==> config.mk <==
export PLATFORM = sky130hd
export DESIGN_NAME = unsigned_to_decimal_ascii_unit
export DESIGN_NICKNAME = d
export VERILOG_FILES = /design/src/rtl/u2da_pkg.sv /design/src/rtl/unsigned_to_decimal_ascii_unit.sv /design/src/rtl/u2da_front.sv /design/src/rtl/u2da_queue.sv /design/src/rtl/u2da_back.sv
export VERILOG_INCLUDE_DIRS = /design/src /design/src/rtl
export SDC_FILE = /design/constraint.sdc
export NUM_CORES = 2
export LEC_CHECK = 0
export ABC_CLOCK_PERIOD_IN_PS = 9100
export BUFFER_PORTS_ARGS = -buffer_cell sky130_fd_sc_hd__buf_2
export CORE_MARGIN = 1.5
export CORE_UTILIZATION = 45
export DETAILED_ROUTE_END_ITERATION = 8
export PLACE_DENSITY = 0.71
export SLEW_MARGIN = 15
export SYNTH_ARGS = -nofsm -noshare
export SYNTH_HDL_FRONTEND = slang
export SYNTH_HIERARCHICAL = 1
export SYNTH_SLANG_ARGS = --single-unit
==> constraint.sdc <==
create_clock -name clk -period 9.1 [get_ports clk]
set_clock_uncertainty 0.05 [all_clocks]
set_input_delay 0.91 -clock clk [delete_from_list [all_inputs] [get_ports clk]]
set_output_delay 0.91 -clock clk [all_outputs]
set_load 0.01 [all_outputs]
==> src/rtl/unsigned_to_decimal_ascii_unit_defines.svh <==
// ----------------------------------------------------------------------------
// unsigned to decimal ascii unit: assertion macros
// shared concurrent assertion forms, clocked on clk and disabled in reset
// ----------------------------------------------------------------------------
`ifndef UNSIGNED_TO_DECIMAL_ASCII_UNIT_DEFINES_SVH
`define UNSIGNED_TO_DECIMAL_ASCII_UNIT_DEFINES_SVH

// same-cycle implication
`define U2DA_ASSERT_NOW(name, ante, cons) \
	name: assert property (@(posedge clk) disable iff (!arst_n) (ante) |-> (cons)) \
		else $error("u2da assertion failed");

// next-cycle implication
`define U2DA_ASSERT_NEXT(name, ante, cons) \
	name: assert property (@(posedge clk) disable iff (!arst_n) (ante) |=> (cons)) \
		else $error("u2da assertion failed");

`endif

==> src/rtl/u2da_pkg.sv <==
// ----------------------------------------------------------------------------
// u2da_pkg
// types, constants and digit helpers for the decimal ascii converter
// ----------------------------------------------------------------------------
package u2da_pkg;

	localparam int unsigned VALUE_W = 32;
	localparam int unsigned PAD_W   = 3;
	localparam int unsigned CHAR_W  = 6;
	localparam int unsigned ACC_W   = 64;
	localparam int unsigned FRAC_W  = 57;
	localparam int unsigned PROD_W  = 63;

	localparam logic [30:0]     RECIP_MUL  = 31'd1441151881;
	localparam logic [PAD_W-1:0] PAIR_COUNT = 3'd5;
	localparam logic [CHAR_W-1:0] ASCII_ZERO = 6'h30;

	typedef logic [9:0][3:0] digits_t;

	typedef struct packed {
		digits_t    digits;
		logic [3:0] start;
	} u2da_entry_t;

	// pair (0..99) to tens and units, tens via reciprocal 205/2048
	function automatic logic [7:0] pair_to_bcd(input logic [6:0] pair);
		logic [6:0]  p;
		logic [14:0] prod;
		logic [3:0]  tens;
		logic [6:0]  units;
		p     = (pair > 7'd99) ? 7'd99 : pair;
		prod  = 15'(p) * 15'd205;
		tens  = prod[14:11];
		units = p - 7'(tens) * 7'd10;
		return {tens, units[3:0]};
	endfunction

endpackage

==> src/rtl/unsigned_to_decimal_ascii_unit.sv <==
// ----------------------------------------------------------------------------
// unsigned_to_decimal_ascii_unit
// 32-bit unsigned number to decimal ascii characters, most significant first
// ----------------------------------------------------------------------------
// channel  | direction | tdata                                 | tlast
// s_axis   | in        | [31:0] value, [34:32] pad_pairs       | -
// m_axis   | out       | [5:0] char_code                       | last character
//
// in the front a number goes through intake, the 32x31 reciprocal multiply,
// then five pair steps of the times-100 fraction update
// the back sends one character per cycle unless stalled, one to ten per number
// the queue lets the front convert the next number while the back still sends
// reset clears control only; an output stall holds the back and then the queue
// ----------------------------------------------------------------------------
module unsigned_to_decimal_ascii_unit import u2da_pkg::*; #(
	parameter int unsigned QUEUE_DEPTH = 2
) (
	input  logic       clk,
	input  logic       arst_n,
	input  logic       s_axis_tvalid,
	output logic       s_axis_tready,
	input  logic [39:0] s_axis_tdata,  // value, pad_pairs, zero fill
	output logic       m_axis_tvalid,
	input  logic       m_axis_tready,
	output logic [7:0] m_axis_tdata,   // char_code, zero fill
	output logic       m_axis_tlast
);

	logic              f_valid;
	logic              f_ready;
	u2da_entry_t       f_entry;
	logic              q_valid;
	logic              q_ready;
	u2da_entry_t       q_entry;
	logic [CHAR_W-1:0] char_code;

	u2da_front u_front (
		.clk       (clk),
		.arst_n    (arst_n),
		.in_valid  (s_axis_tvalid),
		.in_ready  (s_axis_tready),
		.value     (s_axis_tdata[31:0]),
		.pad_pairs (s_axis_tdata[34:32]),
		.out_valid (f_valid),
		.out_ready (f_ready),
		.out_entry (f_entry)
	);

	u2da_queue #(
		.DEPTH (QUEUE_DEPTH)
	) u_queue (
		.clk       (clk),
		.arst_n    (arst_n),
		.in_valid  (f_valid),
		.in_ready  (f_ready),
		.in_entry  (f_entry),
		.out_valid (q_valid),
		.out_ready (q_ready),
		.out_entry (q_entry)
	);

	u2da_back u_back (
		.clk       (clk),
		.arst_n    (arst_n),
		.in_valid  (q_valid),
		.in_ready  (q_ready),
		.in_entry  (q_entry),
		.out_valid (m_axis_tvalid),
		.out_ready (m_axis_tready),
		.out_char  (char_code),
		.out_last  (m_axis_tlast)
	);

	assign m_axis_tdata = {2'b00, char_code};

endmodule

==> src/rtl/u2da_front.sv <==
// ----------------------------------------------------------------------------
// u2da_front
// takes numbers, splits them into five decimal pairs and finds the first digit
// ----------------------------------------------------------------------------
module u2da_front import u2da_pkg::*; (
	input  logic                clk,
	input  logic                arst_n,
	input  logic                in_valid,
	output logic                in_ready,
	input  logic [VALUE_W-1:0]  value,
	input  logic [PAD_W-1:0]    pad_pairs,
	output logic                out_valid,
	input  logic                out_ready,
	output u2da_entry_t         out_entry
);

	localparam logic [1:0] PH_IDLE = 2'd0;
	localparam logic [1:0] PH_MUL  = 2'd1;
	localparam logic [1:0] PH_PAIR = 2'd2;
	localparam logic [1:0] PH_DONE = 2'd3;

	logic [1:0]         phase_q;
	logic [2:0]         slot_q;
	logic [VALUE_W-1:0] val_q;
	logic [PAD_W-1:0]   pad_q;
	logic [ACC_W-1:0]   acc_q;
	digits_t            digits_q;
	logic [3:0]         start_q;
	logic               found_q;

	logic [PROD_W-1:0]  prod;
	logic [FRAC_W-1:0]  frac;
	logic [ACC_W-1:0]   mul100;
	logic [6:0]         pair;
	logic [7:0]         bcd;
	logic               full_pair;
	logic               take;
	logic               accept;

	assign prod      = PROD_W'(val_q) * PROD_W'(RECIP_MUL);
	assign frac      = acc_q[FRAC_W-1:0];
	assign mul100    = (ACC_W'(frac) << 6) + (ACC_W'(frac) << 5) + (ACC_W'(frac) << 2);
	assign pair      = acc_q[ACC_W-1:FRAC_W];
	assign bcd       = pair_to_bcd(pair);
	assign full_pair = (pair > 7'd9) || (slot_q < pad_q);
	assign take      = !found_q && ((pair != 7'd0) || (slot_q < pad_q) || (slot_q == 3'd0));

	assign out_valid = (phase_q == PH_DONE);
	assign out_entry = '{digits: digits_q, start: start_q};
	assign in_ready  = (phase_q == PH_IDLE) || ((phase_q == PH_DONE) && out_ready);
	assign accept    = in_valid && in_ready;

	always_ff @(posedge clk or negedge arst_n) begin
		if (!arst_n) begin
			phase_q <= PH_IDLE;
			slot_q  <= '0;
			found_q <= 1'b0;
		end else begin
			case (phase_q)
				PH_IDLE: begin
					if (accept) begin
						phase_q <= PH_MUL;
						found_q <= 1'b0;
					end
				end
				PH_MUL: begin
					phase_q <= PH_PAIR;
					slot_q  <= PAIR_COUNT - 3'd1;
				end
				PH_PAIR: begin
					if (take)
						found_q <= 1'b1;
					if (slot_q == 3'd0)
						phase_q <= PH_DONE;
					else
						slot_q <= slot_q - 3'd1;
				end
				PH_DONE: begin
					if (accept) begin
						phase_q <= PH_MUL;
						found_q <= 1'b0;
					end else if (out_ready) begin
						phase_q <= PH_IDLE;
					end
				end
				default: ;
			endcase
		end
	end

	always_ff @(posedge clk) begin
		if (accept) begin
			val_q <= value;
			pad_q <= (pad_pairs > PAIR_COUNT) ? PAIR_COUNT : pad_pairs;
		end
		if (phase_q == PH_MUL)
			acc_q <= {1'b0, prod};
		if (phase_q == PH_PAIR) begin
			acc_q    <= mul100;
			digits_q <= {digits_q[7:0], bcd[7:4], bcd[3:0]};
			if (take)
				start_q <= {slot_q, 1'b0} + {3'b000, full_pair};
		end
	end

endmodule

==> src/rtl/u2da_queue.sv <==
// ----------------------------------------------------------------------------
// u2da_queue
// short first-in first-out buffer between converter front and character back
// ----------------------------------------------------------------------------
module u2da_queue import u2da_pkg::*; #(
	parameter int unsigned DEPTH = 2
) (
	input  logic        clk,
	input  logic        arst_n,
	input  logic        in_valid,
	output logic        in_ready,
	input  u2da_entry_t in_entry,
	output logic        out_valid,
	input  logic        out_ready,
	output u2da_entry_t out_entry
);

	localparam int unsigned PTR_W = $clog2(DEPTH);
	localparam int unsigned CNT_W = $clog2(DEPTH + 1);
	localparam logic [PTR_W-1:0] LAST_PTR = PTR_W'(DEPTH - 1);
	localparam logic [CNT_W-1:0] FULL_CNT = CNT_W'(DEPTH);

	u2da_entry_t       store_q [DEPTH];
	logic [PTR_W-1:0]  wr_ptr_q;
	logic [PTR_W-1:0]  rd_ptr_q;
	logic [CNT_W-1:0]  count_q;
	logic              push;
	logic              pop;

	assign in_ready  = (count_q != FULL_CNT);
	assign out_valid = (count_q != '0);
	assign out_entry = store_q[rd_ptr_q];
	assign push      = in_valid && in_ready;
	assign pop       = out_valid && out_ready;

	always_ff @(posedge clk or negedge arst_n) begin
		if (!arst_n) begin
			wr_ptr_q <= '0;
			rd_ptr_q <= '0;
			count_q  <= '0;
		end else begin
			if (push)
				wr_ptr_q <= (wr_ptr_q == LAST_PTR) ? '0 : wr_ptr_q + PTR_W'(1);
			if (pop)
				rd_ptr_q <= (rd_ptr_q == LAST_PTR) ? '0 : rd_ptr_q + PTR_W'(1);
			if (push && !pop)
				count_q <= count_q + CNT_W'(1);
			else if (pop && !push)
				count_q <= count_q - CNT_W'(1);
		end
	end

	always_ff @(posedge clk) begin
		if (push)
			store_q[wr_ptr_q] <= in_entry;
	end

endmodule

==> src/rtl/u2da_back.sv <==
// ----------------------------------------------------------------------------
// u2da_back
// walks a number's digits, sends one ascii character per cycle unless stalled
// ----------------------------------------------------------------------------
`include "unsigned_to_decimal_ascii_unit_defines.svh"

module u2da_back import u2da_pkg::*; (
	input  logic              clk,
	input  logic              arst_n,
	input  logic              in_valid,
	output logic              in_ready,
	input  u2da_entry_t       in_entry,
	output logic              out_valid,
	input  logic              out_ready,
	output logic [CHAR_W-1:0] out_char,
	output logic              out_last
);

	logic              active_q;
	logic [3:0]        idx_q;
	digits_t           digits_q;
	logic              valid_q;
	logic [CHAR_W-1:0] char_q;
	logic              last_q;
	logic              adv;
	logic              load;

	assign adv       = !valid_q || out_ready;
	assign in_ready  = !active_q || (adv && (idx_q == 4'd0));
	assign load      = in_valid && in_ready;
	assign out_valid = valid_q;
	assign out_char  = char_q;
	assign out_last  = last_q;

	always_ff @(posedge clk or negedge arst_n) begin
		if (!arst_n) begin
			active_q <= 1'b0;
			valid_q  <= 1'b0;
			idx_q    <= '0;
		end else begin
			if (adv)
				valid_q <= active_q;
			if (load) begin
				active_q <= 1'b1;
				idx_q    <= in_entry.start;
			end else if (adv && active_q) begin
				if (idx_q == 4'd0)
					active_q <= 1'b0;
				else
					idx_q <= idx_q - 4'd1;
			end
		end
	end

	always_ff @(posedge clk) begin
		if (adv && active_q) begin
			char_q <= ASCII_ZERO | CHAR_W'(digits_q[idx_q]);
			last_q <= (idx_q == 4'd0);
		end
		if (load)
			digits_q <= in_entry.digits;
	end

	`U2DA_ASSERT_NOW(a_idx_range, active_q, idx_q <= 4'd9)
	`U2DA_ASSERT_NOW(a_char_digit, valid_q, (char_q >= ASCII_ZERO) && (char_q <= ASCII_ZERO + 6'd9))
	`U2DA_ASSERT_NEXT(a_run_ends, adv && active_q && (idx_q == 4'd0) && !in_valid, !active_q)
	`U2DA_ASSERT_NEXT(a_last_ends_run, adv && active_q && (idx_q == 4'd0), valid_q && last_q)

endmodule
==> impl_metrics.py <==
metrics = {
    "worst_setup_path": {
        "endpoint_kind": "register",
        "arrival_ns": 8.52,
        "start_kind": "register",
        "r2r-start": "u_front/val_q[13]",
        "critPathMaxFanout": 12,
        "worstSetupPathType": "register to register",
        "path_buf_inv": 4,
        "r2r_slack_ns": 0.80,
        "timing.rr.end": "u_front/acc_q[60]",
        "rr_worst_depth": 23,
        "slowest_delay_ns": 0.90,
        "cpMostUsedCell": "fa_1",
        "slowest_stage": "edfxtp_1",
        "worstPathRequired_ns": 9.32,
        "crit_chain": "fa_1, inv_1, fa_1, fa_1, fa_1, fa_1, inv_1, fa_1, fa_1, inv_1, fa_1, inv_1, ha_1, a21oi_2, o21ai_0, a221o_1, a221oi_2, nand4_1, a31oi_2, a21oi_1, a21boi_1, xor2_1, o21ai_0",
        "cpLargestDelayFamily": "adder cells",
    },
    "synthesis": {
        "yosys_warnings": 6,
        "yosys.area.top_type_share_pct": 26.39,
        "synthCells": 3096,
        "synth_flop_cell": "edfxtp_1",
        "ys_seq_area_share_pct": 25.18,
        "synth_seq_cells": 292,
        "async_reset_ff_share_pct": 5.479,
        "synth.most_common_cell": "inv_1",
        "ys_top_cells_by_area": "fa_1 (26%), edfxtp_1 (24%), ha_1 (19%)",
        "netlist-cell-type-count": 96,
        "synthTopCellsByCount": "inv_1 (720), ha_1 (527), fa_1 (455), edfxtp_1 (276), a21oi_1 (144)",
        "synth_area_leader_cell": "fa_1",
        "synth_edf_count": 276,
        "syn_area_um2": 34510,
        "syn_avg_cell_area_um2": 11.15,
    },
    "routing": {
        "antenna_left": 0,
        "wl_mm": 73.71,
        "num_vias": 21484,
        "wire_per_inst_um": 17.54,
        "drt_iter0_drc": 1087,
        "drt_pass1_iterations": 5,
        "viasPerCell": 5.112,
        "drc": 0,
    },
    "sta": {
        "fmax_mhz": 120.5,
        "hold-worst-slack_ns": 0.2246,
        "rsz0062_at_grt": "no",
        "finalCritPeriodShare_pct": 91.20,
        "worstMarginPinSlew_ns": 1.051,
        "fin_crit_ns": 8.299,
        "setup_viol": 0,
        "hold_viol_final": 0,
        "slew_violations": 0,
        "setup-tns-final_ns": 0,
        "timing.slew.headroom_pct": 29.90,
    },
    "finish": {
        "area_growth_syn_to_layout_pct": 7.589,
        "finish.utilization_pct": 48.89,
        "antenna_cells": 0,
        "layout-drive-gt1-share_pct": 6.650,
        "fin_area_um2": 37130,
        "final_nets": 4172,
    },
    "clock_network": {
        "cts_tree": "built",
        "ctsHoldBuffers": 0,
        "cts_buffers": 37,
        "cts.sink_count": 292,
        "cts_resized": 0,
        "postCtsSetupBuffers": 0,
        "cts_buffer_depth": 3,
        "clkTransAtPathRegs_ns": 0.05,
        "clk_latency_ns": 0.58,
        "htreeDepth": 2,
        "clockRootBuffer": "clkbuf_16",
    },
    "floorplanning": {
        "io_pins": 55,
        "rows": 101,
        "die_area_um2": 78360,
        "die_w_um": 279.9,
        "die_h_um": 279.9,
        "start_util_pct": 45.44,
        "design.core.area_um2": 75950,
    },
    "grt": {
        "grt_overflow": 0,
        "grt_start_max_net_pins": 87,
        "grt_pass1_vias": 22697,
        "grt_most_used_layer": "met2",
        "met1_usage_pct": 24.96,
        "antenna_found_initial": 1,
        "met2_usage_pct": 32.65,
        "track_usage_pct": 19.24,
        "grtUsageMet3_pct": 3.294,
        "grt_first_pass_wirelength_mm": 117.9,
    },
    "placed_design": {
        "gp_congestion": 0.9548,
        "post_dp_cell_area_um2": 35880,
        "io_buffers": 45,
        "place_hpwl_mm": 60.09,
    },
    "outcome": {
        "status": "finished, final reports clean",
    },
    "hold_path": {
        "hp-class": "primary input to async pin",
    },
    "flow_run": {
        "cap_violations": 0,
    },
}
==> metrics by stage <==
stage / setup WS, ns / instances
after CTS: 0.7524 / 4203
final: 0.8007 / 4203
after detailed placement: 0.7934 / 4137
after global placement: 0.9133 / 4137
after global routing: 0.5302 / 4203
after floorplan: 1.727 / 3098
==> placed cells by master (no fill, tap or decap), types with 52 or more instances in the layout <==
cell / count
a21o_1: 60
a21oi_1: 144
edfxtp_1: 276
fa_1: 455
ha_1: 525
inv_1: 720
nand2_1: 117
nor2_1: 93
o21ai_0: 110
xnor2_1: 68
xor2_1: 52
==> sequential cells by signal, indices dropped and copies added (netlist names) <==
signal / cells
u_back/active_q: 1
u_front/acc_q: 64
u_back/digits_q: 40
u_back/out_valid: 1
u_front/val_q: 32
u_back/out_char: 4
u_front/start_q: 4
u_back/out_last: 1
u_queue/wr_ptr_q: 1
u_queue/count_q: 2
u_front/found_q: 1
u_queue/store_q: 88
u_queue/rd_ptr_q: 1
u_front/pad_q: 3
u_back/idx_q: 4
u_front/out_entry: 40
u_front/phase_q: 2
u_front/slot_q: 3
==> routing by layer <==
layer / vias up / share of wire [%]
met5: - / 0.016
met4: 2 / 3.1
met3: 115 / 5.3
met2: 463 / 48
met1: 10532 / 44
li1: 10372 / -
==> worst max path at each step <==
stage                                  from           endpoint  slack (ns)  cells after the start
after global routing      u_front/val_q[13]  u_front/acc_q[60]        0.53                     23
after CTS                 u_front/val_q[13]  u_front/acc_q[60]        0.75                     23
final                     u_front/val_q[13]  u_front/acc_q[60]        0.80                     23
after detailed placement  u_front/val_q[13]  u_front/acc_q[60]        0.79                     23
after global placement    u_front/val_q[13]  u_front/acc_q[60]        0.91                     23
after floorplan           u_front/val_q[14]  u_front/acc_q[61]        1.73                     24
==> cell type report <==
cell class                      instances  area [um^2]
Clock buffer                           46        969.7
Multi-Input combinational cell       2028        22810
Fill cell                            6721        38820
Inverter                              720         2703
Tap cell                             1030         1289
Clock inverter                         20        280.3
Sequential cell                       292         8690
Timing Repair Buffer                   67        390.4
==> worst reg2reg max path, cell delays in order (launching register included) <==
cell and delay (ns):
edfxtp_1 0.90, fa_1 0.58, inv_1 0.09, fa_1 0.45, fa_1 0.42, fa_1 0.46, fa_1 0.49, inv_1 0.06
fa_1 0.50, fa_1 0.55, inv_1 0.05, fa_1 0.58, inv_1 0.06, ha_1 0.40, a21oi_2 0.25, o21ai_0 0.15
a221o_1 0.34, a221oi_2 0.38, nand4_1 0.27, a31oi_2 0.35, a21oi_1 0.15, a21boi_1 0.20, xor2_1 0.17, o21ai_0 0.10
==> cells by family after synthesis <==
family | after synthesis | synth area share [%]
XOR/XNOR | 120 | 3.046
flip-flops | 292 | 25.18
adder cells (fa/ha/maj) | 982 | 45.50
multiplexers | 72 | 3.064
other | 2 | 0.02176
AND/OR/NAND/NOR | 355 | 4.949
buffers and inverters | 778 | 8.832
AO/OA/AOI/OAI | 495 | 9.409
Power is left out: the tool's default activity adds up to more than one toggle a clock period on the data nets, which glitch-free logic cannot reach.
